**src/rtl/pptr_pkg.sv**
```systemverilog
// pptr_pkg: register map, command codes and shared types for the
// parallel port / timer register block. No dependencies.
`timescale 1ns / 1ps

package pptr_pkg;

    // command codes
    localparam logic [1:0] CMD_READ  = 2'd0;
    localparam logic [1:0] CMD_WRITE = 2'd1;
    localparam logic [1:0] CMD_TICK  = 2'd2;

    // register byte addresses
    localparam logic [4:0] ADDR_VEC_PORT = 5'd5;
    localparam logic [4:0] ADDR_DIR_A    = 5'd2;
    localparam logic [4:0] ADDR_DIR_B    = 5'd3;
    localparam logic [4:0] ADDR_DIR_C    = 5'd4;
    localparam logic [4:0] ADDR_DATA_A   = 5'd8;
    localparam logic [4:0] ADDR_DATA_B   = 5'd9;
    localparam logic [4:0] ADDR_ALT_A    = 5'd10;
    localparam logic [4:0] ADDR_ALT_B    = 5'd11;
    localparam logic [4:0] ADDR_DATA_C   = 5'd12;
    localparam logic [4:0] ADDR_TCR      = 5'd16;
    localparam logic [4:0] ADDR_TVEC     = 5'd17;
    localparam logic [4:0] ADDR_NULL0    = 5'd18;
    localparam logic [4:0] ADDR_PRE_H    = 5'd19;
    localparam logic [4:0] ADDR_PRE_M    = 5'd20;
    localparam logic [4:0] ADDR_PRE_L    = 5'd21;
    localparam logic [4:0] ADDR_NULL1    = 5'd22;
    localparam logic [4:0] ADDR_CNT_H    = 5'd23;
    localparam logic [4:0] ADDR_CNT_M    = 5'd24;
    localparam logic [4:0] ADDR_CNT_L    = 5'd25;
    localparam logic [4:0] ADDR_TSR      = 5'd26;

    localparam int unsigned NUM_REGS = 32;

    // port select codes
    localparam logic [1:0] PSEL_A = 2'd0;
    localparam logic [1:0] PSEL_B = 2'd1;
    localparam logic [1:0] PSEL_C = 2'd2;

    localparam logic [7:0] TCR_WR_MASK   = 8'hF7;
    localparam logic [7:0] TCR_MODE_MASK = 8'h06;
    localparam logic [7:0] VECTOR_RESET  = 8'h0F;

    // what the timer does on this word
    typedef struct packed {
        logic        fire;     // prescaler wrapped, counter acts
        logic        zero;     // counter was zero: reload and set status
        logic [23:0] count_dec;
    } timer_upd_t;

endpackage

```
**src/rtl/pptr_timer.sv**
```systemverilog
// pptr_timer: input-clock prescaler and 24-bit down-counter decision logic.
// Depends on pptr_pkg.
`timescale 1ns / 1ps

module pptr_timer #(
    parameter int unsigned PRESCALE_DIV = 32
) (
    input  logic                clk,
    input  logic                rst_n,
    input  logic                tick,
    input  logic [7:0]          tcr,
    input  logic [23:0]         count,
    output pptr_pkg::timer_upd_t upd
);

    localparam int unsigned PS_W = (PRESCALE_DIV > 2) ? $clog2(PRESCALE_DIV) : 1;
    localparam logic [PS_W-1:0] PS_LAST = PS_W'(PRESCALE_DIV - 1);

    logic [PS_W-1:0] ps_reg;
    logic [PS_W-1:0] ps_next;
    logic            enable;
    logic            wrap;

    // enabled, prescaled clock mode
    assign enable = tick && tcr[0] && ((tcr & pptr_pkg::TCR_MODE_MASK) == 8'h00);
    assign wrap   = enable && (ps_reg == PS_LAST);

    always_comb
    begin
        ps_next = ps_reg;
        if (wrap)
        begin
            ps_next = '0;
        end
        else if (enable)
        begin
            ps_next = ps_reg + PS_W'(1);
        end
    end

    always_ff @(posedge clk or negedge rst_n)
    begin
        if (!rst_n)
        begin
            ps_reg <= '0;
        end
        else
        begin
            ps_reg <= ps_next;
        end
    end

    assign upd.fire      = wrap;
    assign upd.zero      = (count == 24'd0);
    assign upd.count_dec = count - 24'd1;

endmodule

```
**src/rtl/parallel_port_timer_registers.sv**
```systemverilog
// parallel_port_timer_registers: 32-byte register file of a parallel port
// and timer peripheral. Depends on pptr_pkg and pptr_timer.
`timescale 1ns / 1ps
//
//  channel | signals                                           | dir
//  --------+---------------------------------------------------+----
//  in      | in_valid, in_ready, command, address, write_data,  | in
//          | pins_a, pins_b, pins_c                            |
//  out     | out_valid, out_ready, read_data, port_write_valid, | out
//          | port_write_select, port_write_value, timer_irq,   |
//          | timer_vector                                      |
//
// One word per cycle unless stalled: each accepted word updates the register
// file and loads the result register on the same edge. in_ready is high when
// the result register is empty or being taken, so a stalled output holds one
// result and blocks input only until it drains. Reset clears the register
// file, the prescaler and out_valid; the two vector bytes come up as 0x0F.

module parallel_port_timer_registers #(
    parameter int unsigned PRESCALE_DIV = 32
) (
    input  logic       clk,
    input  logic       rst_n,
    input  logic       in_valid,
    output logic       in_ready,
    input  logic [1:0] command,
    input  logic [4:0] address,
    input  logic [7:0] write_data,
    input  logic [7:0] pins_a,
    input  logic [7:0] pins_b,
    input  logic [7:0] pins_c,
    output logic       out_valid,
    input  logic       out_ready,
    output logic [7:0] read_data,
    output logic       port_write_valid,
    output logic [1:0] port_write_select,
    output logic [7:0] port_write_value,
    output logic       timer_irq,
    output logic [7:0] timer_vector
);

    logic [7:0] regs_reg  [pptr_pkg::NUM_REGS];
    logic [7:0] regs_next [pptr_pkg::NUM_REGS];

    logic       out_valid_reg;
    logic [7:0] rd_reg;
    logic       pvalid_reg;
    logic [1:0] psel_reg;
    logic [7:0] pval_reg;
    logic       irq_reg;
    logic [7:0] vec_reg;

    logic       accept;
    logic [7:0] rd_next;
    logic       pvalid_next;
    logic [1:0] psel_next;
    logic [7:0] pval_next;
    logic [7:0] wval;
    logic [7:0] pin_sel;
    logic [7:0] dir_sel;
    logic       mixed;
    logic [23:0] count;
    logic [23:0] preload;

    pptr_pkg::timer_upd_t tupd;

    assign in_ready = !out_valid_reg || out_ready;
    assign accept   = in_valid && in_ready;

    assign count   = {regs_reg[pptr_pkg::ADDR_CNT_H], regs_reg[pptr_pkg::ADDR_CNT_M],
                      regs_reg[pptr_pkg::ADDR_CNT_L]};
    assign preload = {regs_reg[pptr_pkg::ADDR_PRE_H], regs_reg[pptr_pkg::ADDR_PRE_M],
                      regs_reg[pptr_pkg::ADDR_PRE_L]};

    pptr_timer #(
        .PRESCALE_DIV (PRESCALE_DIV)
    ) u_timer (
        .clk   (clk),
        .rst_n (rst_n),
        .tick  (accept && (command == pptr_pkg::CMD_TICK)),
        .tcr   (regs_reg[pptr_pkg::ADDR_TCR]),
        .count (count),
        .upd   (tupd)
    );

    // pin/direction pairing for data and alternate registers
    always_comb
    begin
        mixed   = 1'b1;
        pin_sel = pins_a;
        dir_sel = regs_reg[pptr_pkg::ADDR_DIR_A];
        case (address)
            pptr_pkg::ADDR_DATA_A, pptr_pkg::ADDR_ALT_A:
            begin
                pin_sel = pins_a;
                dir_sel = regs_reg[pptr_pkg::ADDR_DIR_A];
            end
            pptr_pkg::ADDR_DATA_B, pptr_pkg::ADDR_ALT_B:
            begin
                pin_sel = pins_b;
                dir_sel = regs_reg[pptr_pkg::ADDR_DIR_B];
            end
            pptr_pkg::ADDR_DATA_C:
            begin
                pin_sel = pins_c;
                dir_sel = regs_reg[pptr_pkg::ADDR_DIR_C];
            end
            default:
            begin
                mixed = 1'b0;
            end
        endcase
    end

    always_comb
    begin
        for (int i = 0; i < pptr_pkg::NUM_REGS; i++)
        begin
            regs_next[i] = regs_reg[i];
        end
        rd_next     = 8'h00;
        pvalid_next = 1'b0;
        psel_next   = pptr_pkg::PSEL_A;
        pval_next   = 8'h00;
        wval        = write_data;

        case (command)
            pptr_pkg::CMD_READ:
            begin
                if (mixed)
                begin
                    rd_next = (pin_sel & ~dir_sel) | (regs_reg[address] & dir_sel);
                end
                else if (address == pptr_pkg::ADDR_NULL0 || address == pptr_pkg::ADDR_NULL1)
                begin
                    rd_next = 8'h00;
                end
                else
                begin
                    rd_next = regs_reg[address];
                end
            end
            pptr_pkg::CMD_WRITE:
            begin
                if (address != pptr_pkg::ADDR_CNT_H && address != pptr_pkg::ADDR_CNT_M &&
                    address != pptr_pkg::ADDR_CNT_L)
                begin
                    if (address == pptr_pkg::ADDR_DATA_A)
                    begin
                        pvalid_next = 1'b1;
                        psel_next   = pptr_pkg::PSEL_A;
                        pval_next   = write_data;
                    end
                    else if (address == pptr_pkg::ADDR_DATA_B)
                    begin
                        pvalid_next = 1'b1;
                        psel_next   = pptr_pkg::PSEL_B;
                        pval_next   = write_data;
                    end
                    else if (address == pptr_pkg::ADDR_DATA_C)
                    begin
                        pvalid_next = 1'b1;
                        psel_next   = pptr_pkg::PSEL_C;
                        pval_next   = write_data;
                    end
                    if (address == pptr_pkg::ADDR_TCR)
                    begin
                        wval = write_data & pptr_pkg::TCR_WR_MASK;
                    end
                    else if (address == pptr_pkg::ADDR_TSR)
                    begin
                        wval = 8'h00;
                    end
                    regs_next[address] = wval;
                end
            end
            pptr_pkg::CMD_TICK:
            begin
                if (tupd.fire)
                begin
                    if (tupd.zero)
                    begin
                        regs_next[pptr_pkg::ADDR_TSR]   = 8'h01;
                        regs_next[pptr_pkg::ADDR_CNT_H] = preload[23:16];
                        regs_next[pptr_pkg::ADDR_CNT_M] = preload[15:8];
                        regs_next[pptr_pkg::ADDR_CNT_L] = preload[7:0];
                    end
                    else
                    begin
                        regs_next[pptr_pkg::ADDR_CNT_H] = tupd.count_dec[23:16];
                        regs_next[pptr_pkg::ADDR_CNT_M] = tupd.count_dec[15:8];
                        regs_next[pptr_pkg::ADDR_CNT_L] = tupd.count_dec[7:0];
                    end
                end
            end
            default:
            begin
                rd_next = 8'h00;
            end
        endcase
    end

    always_ff @(posedge clk or negedge rst_n)
    begin
        if (!rst_n)
        begin
            for (int i = 0; i < pptr_pkg::NUM_REGS; i++)
            begin
                regs_reg[i] <= 8'h00;
            end
            regs_reg[pptr_pkg::ADDR_VEC_PORT] <= pptr_pkg::VECTOR_RESET;
            regs_reg[pptr_pkg::ADDR_TVEC]     <= pptr_pkg::VECTOR_RESET;
        end
        else if (accept)
        begin
            for (int i = 0; i < pptr_pkg::NUM_REGS; i++)
            begin
                regs_reg[i] <= regs_next[i];
            end
        end
    end

    always_ff @(posedge clk or negedge rst_n)
    begin
        if (!rst_n)
        begin
            out_valid_reg <= 1'b0;
        end
        else if (accept)
        begin
            out_valid_reg <= 1'b1;
        end
        else if (out_ready)
        begin
            out_valid_reg <= 1'b0;
        end
    end

    always_ff @(posedge clk)
    begin
        if (accept)
        begin
            rd_reg     <= rd_next;
            pvalid_reg <= pvalid_next;
            psel_reg   <= psel_next;
            pval_reg   <= pval_next;
            irq_reg    <= regs_next[pptr_pkg::ADDR_TSR][0];
            vec_reg    <= regs_next[pptr_pkg::ADDR_TVEC];
        end
    end

    assign out_valid         = out_valid_reg;
    assign read_data         = rd_reg;
    assign port_write_valid  = pvalid_reg;
    assign port_write_select = psel_reg;
    assign port_write_value  = pval_reg;
    assign timer_irq         = irq_reg;
    assign timer_vector      = vec_reg;

endmodule
```
**config.mk**
```make
export PLATFORM = sky130hd
export DESIGN_NAME = parallel_port_timer_registers
export DESIGN_NICKNAME = d
export VERILOG_FILES = /design/src/rtl/pptr_pkg.sv /design/src/rtl/pptr_timer.sv /design/src/rtl/parallel_port_timer_registers.sv
export SDC_FILE = /design/constraint.sdc
export NUM_CORES = 1
export LEC_CHECK = 0
export BUFFER_PORTS_ARGS = -buffer_cell sky130_fd_sc_hd__buf_2
export CAP_MARGIN = 20
export CORE_MARGIN = 1
export CORE_UTILIZATION = 62
export CTS_CLUSTER_DIAMETER = 40
export DETAILED_ROUTE_END_ITERATION = 10
export PLACE_DENSITY = 0.77
export SYNTH_ARGS = -nofsm -noshare
export SYNTH_HDL_FRONTEND = slang
export SYNTH_SLANG_ARGS = --single-unit
```
**constraint.sdc**
```tcl
create_clock -name clk -period 2.85 [get_ports clk]
set_input_delay 0.7125 -clock clk [delete_from_list [all_inputs] [get_ports clk]]
set_output_delay 0.7125 -clock clk [all_outputs]
set_load 0.05 [all_outputs]
```
==> metrics.txt <==
Seq/Total Area, Yosys=51.6%; core area=22,600 µm²; Avg Inst Size Synth=13.0 µm²; Mapped Cells=1,101; Vias=10,500; Max Freq=362 MHz; FP Rows=55; # IOs=73; first-pass GRT wire length=63,100 µm; setup bufs post-CTS=0; vias in the first global route=10,700; Iter 0 DRT Violations=1,148; Worst Setup Path Type=register to register; antenna fix cells=0; Worst slew margin=57.6%; Slew Viols, Final=0; Buffers on Ports=72; clk root buf=clkbuf_16; YS warnings=0; Vias/cell=6.63; WL/cell=25.8 µm; Lkg Pwr=8.12 nW; slowest stage delay, CP=0.60 ns; PwrDens=615 nW/µm²; CP max-delay cell=or4_1; clock transition at the registers of the reported paths=0.06 ns; Max clock buf depth=3; TritonRoute pass-1 iters=7; status=finished, final reports clean; CP Data Arrival Time=3.16 ns; total track usage=35.7%; Critical Path Start Type=register; total gr overflow=0; Starting Density=63.4%; CTS buffer count=41; drt total wl=40,900 µm; Synth Cell Area=14,400 µm²; Post-DP HPWL=28,800 µm; initial antenna violation count=0; P&R area growth vs syn=21.8%; max reg flops=208; RSZ-0062 raised after global routing=no; Fillers=1,377; worst slew pin tran=0.636 ns; share of layout cells above drive strength 1=46.2%; CTS tree=built; fin area=17,500 µm²; Worst Setup End Kind=register; Tcrit/Tclk final=96.9%; max_cap viols=0; Nets=1,317; Resize count post-CTS=0; die width=154 µm; clk_lat worst skew=0.52 ns; CP required=3.25 ns; Post-synth EDFFs=28; Netlist cell types=73; Setup Viol. Count Final=0; Final Util=77.2%; minimum clock period=2.76 ns; CP Cell Sequence=or4_1, or3_1, or4_4, nand2b_1, o21ai_0, o2bb2ai_1; Clock Skew=0.0112 ns; die height=154 µm; Cell Area, Placed=16,100 µm²; FF+latch count, synth=290; Worst Hold Class=primary input to async pin; ys flop type=dfrtp_1; cts hold-fix bufs=0; critical path fanouts, max=10; Async S/R FF share, synth=90.3%; largest net degree at the start of global routing=75; post-route ant nets=0; Worst VDD drop=0.603 mV; RePlAce Congestion=0.991; syn_nets=1,151; final hold viol count=0; DIE AREA=23,800 µm²; clk sinks=290; H-tree levels=2; DRC Markers=0; setup_tns=0 ns
[final cells by class]
class | count | area, µm² | area share (%)
multi-input cells | 728 | 6660 | 38.1
repair buffers | 191 | 1630 | 9.32
flip-flops and latches | 290 | 7410 | 42.4
well taps | 285 | 357 | 2.04
clock buffers | 57 | 1230 | 7.03
clock inverters | 19 | 138 | 0.787
inverters | 15 | 61.3 | 0.351
[cell usage in the layout (no fill, tap or decap), drive strengths merged, types with 5 or more instances in the layout]
cell and n:
o2bb2ai 10, nand2 48, clkbuf 57, a2111oi 5, o22ai 18, nand3 16, or3 10, inv 18
and2 17, mux2i 20, nor2 58, a222oi 15, nor4 9, o21a 8, a21oi 33, o21ai 45
nor2b 12, nand2b 13, mux4 53, edfxtp 28, nor3 28, nand4 9, dfrtp 254, mux2 235
buf 191, nor3b 6, ha 7, dfstp 8, clkinv 12
[synth_stat cells, types with 17 or more instances]
master / instances / share of area [%]
o21ai_0: 40 / 1.4
buf_2: 18 / 0.63
nor2_1: 52 / 1.4
o22ai_1: 18 / 0.78
mux2_2: 235 / 18
nand2_1: 48 / 1.3
nor3_1: 24 / 0.84
mux4_2: 52 / 8.2
and2_1: 17 / 0.74
a21oi_1: 32 / 1.1
dfrtp_1: 254 / 44
clkbuf_1: 41 / 1.1
mux2i_1: 20 / 1.4
edfxtp_1: 28 / 5.9
[path summary, 6_finish.rpt]
path	from	to	slack, ns	cells after the start
max	count[19]	count[19]	0.09	6
min	rst_n	u_timer.ps_reg[1]	0.16	1
max reg2reg	count[19]	count[19]	0.09	6
min reg2reg	regs_reg[41]	regs_reg[41]	0.49	1
max in group asynchronous	rst_n	regs_reg[113]	1.81	2
min in group clk	in_valid	out_valid	0.45	3
[metrics by stage]
| stage | instances | setup slack, ns | total power, mW | hold WS (ns) |
|---|---|---|---|---|
| after global placement | 1509 | -0.0299 | 5.82 | 0.468 |
| after floorplan | 1101 | -0.0194 | 5.37 | 0.417 |
| final | 1585 | 0.0874 | 10.8 | 0.159 |
| after detailed placement | 1509 | -0.0560 | 5.86 | 0.474 |
| after global routing | 1585 | 0.0739 | 11.1 | 0.200 |
| after CTS | 1585 | 0.134 | 10.8 | 0.184 |
[power breakdown]
part	internal, mW	leakage, nW	switching [mW]
Combinational	0.531	3.59	0.725
Clock	3.05	0.666	1.89
Sequential	4.41	3.86	0.157
Total	7.99	8.12	2.77
[routing by layer]
layer,GRT usage [%],routed length [µm]
met1,49.1,16300
met2,54.8,19200
met5,0,0
met3,8.00,3590
met4,15.9,1730
[kinds of logic after synthesis]
group / count (synthesis) / share of synthesized area, %
AND/OR/NAND/NOR: 245 / 9.28
buffers and inverters: 83 / 2.48
flip-flops: 290 / 51.6
adder cells (fa/ha/maj): 7 / 0.610
multiplexers: 308 / 28.2
XOR/XNOR: 2 / 0.122
AO/OA/AOI/OAI: 166 / 7.72
[critical path: cells and delay by family, from the launching register on]
kind / cells / cell delay [ns]
simple gates: 4 / 1.82
flops: 1 / 0.45
compound gates: 2 / 0.36
No activity file was read; power rests on OpenSTA's default activity.
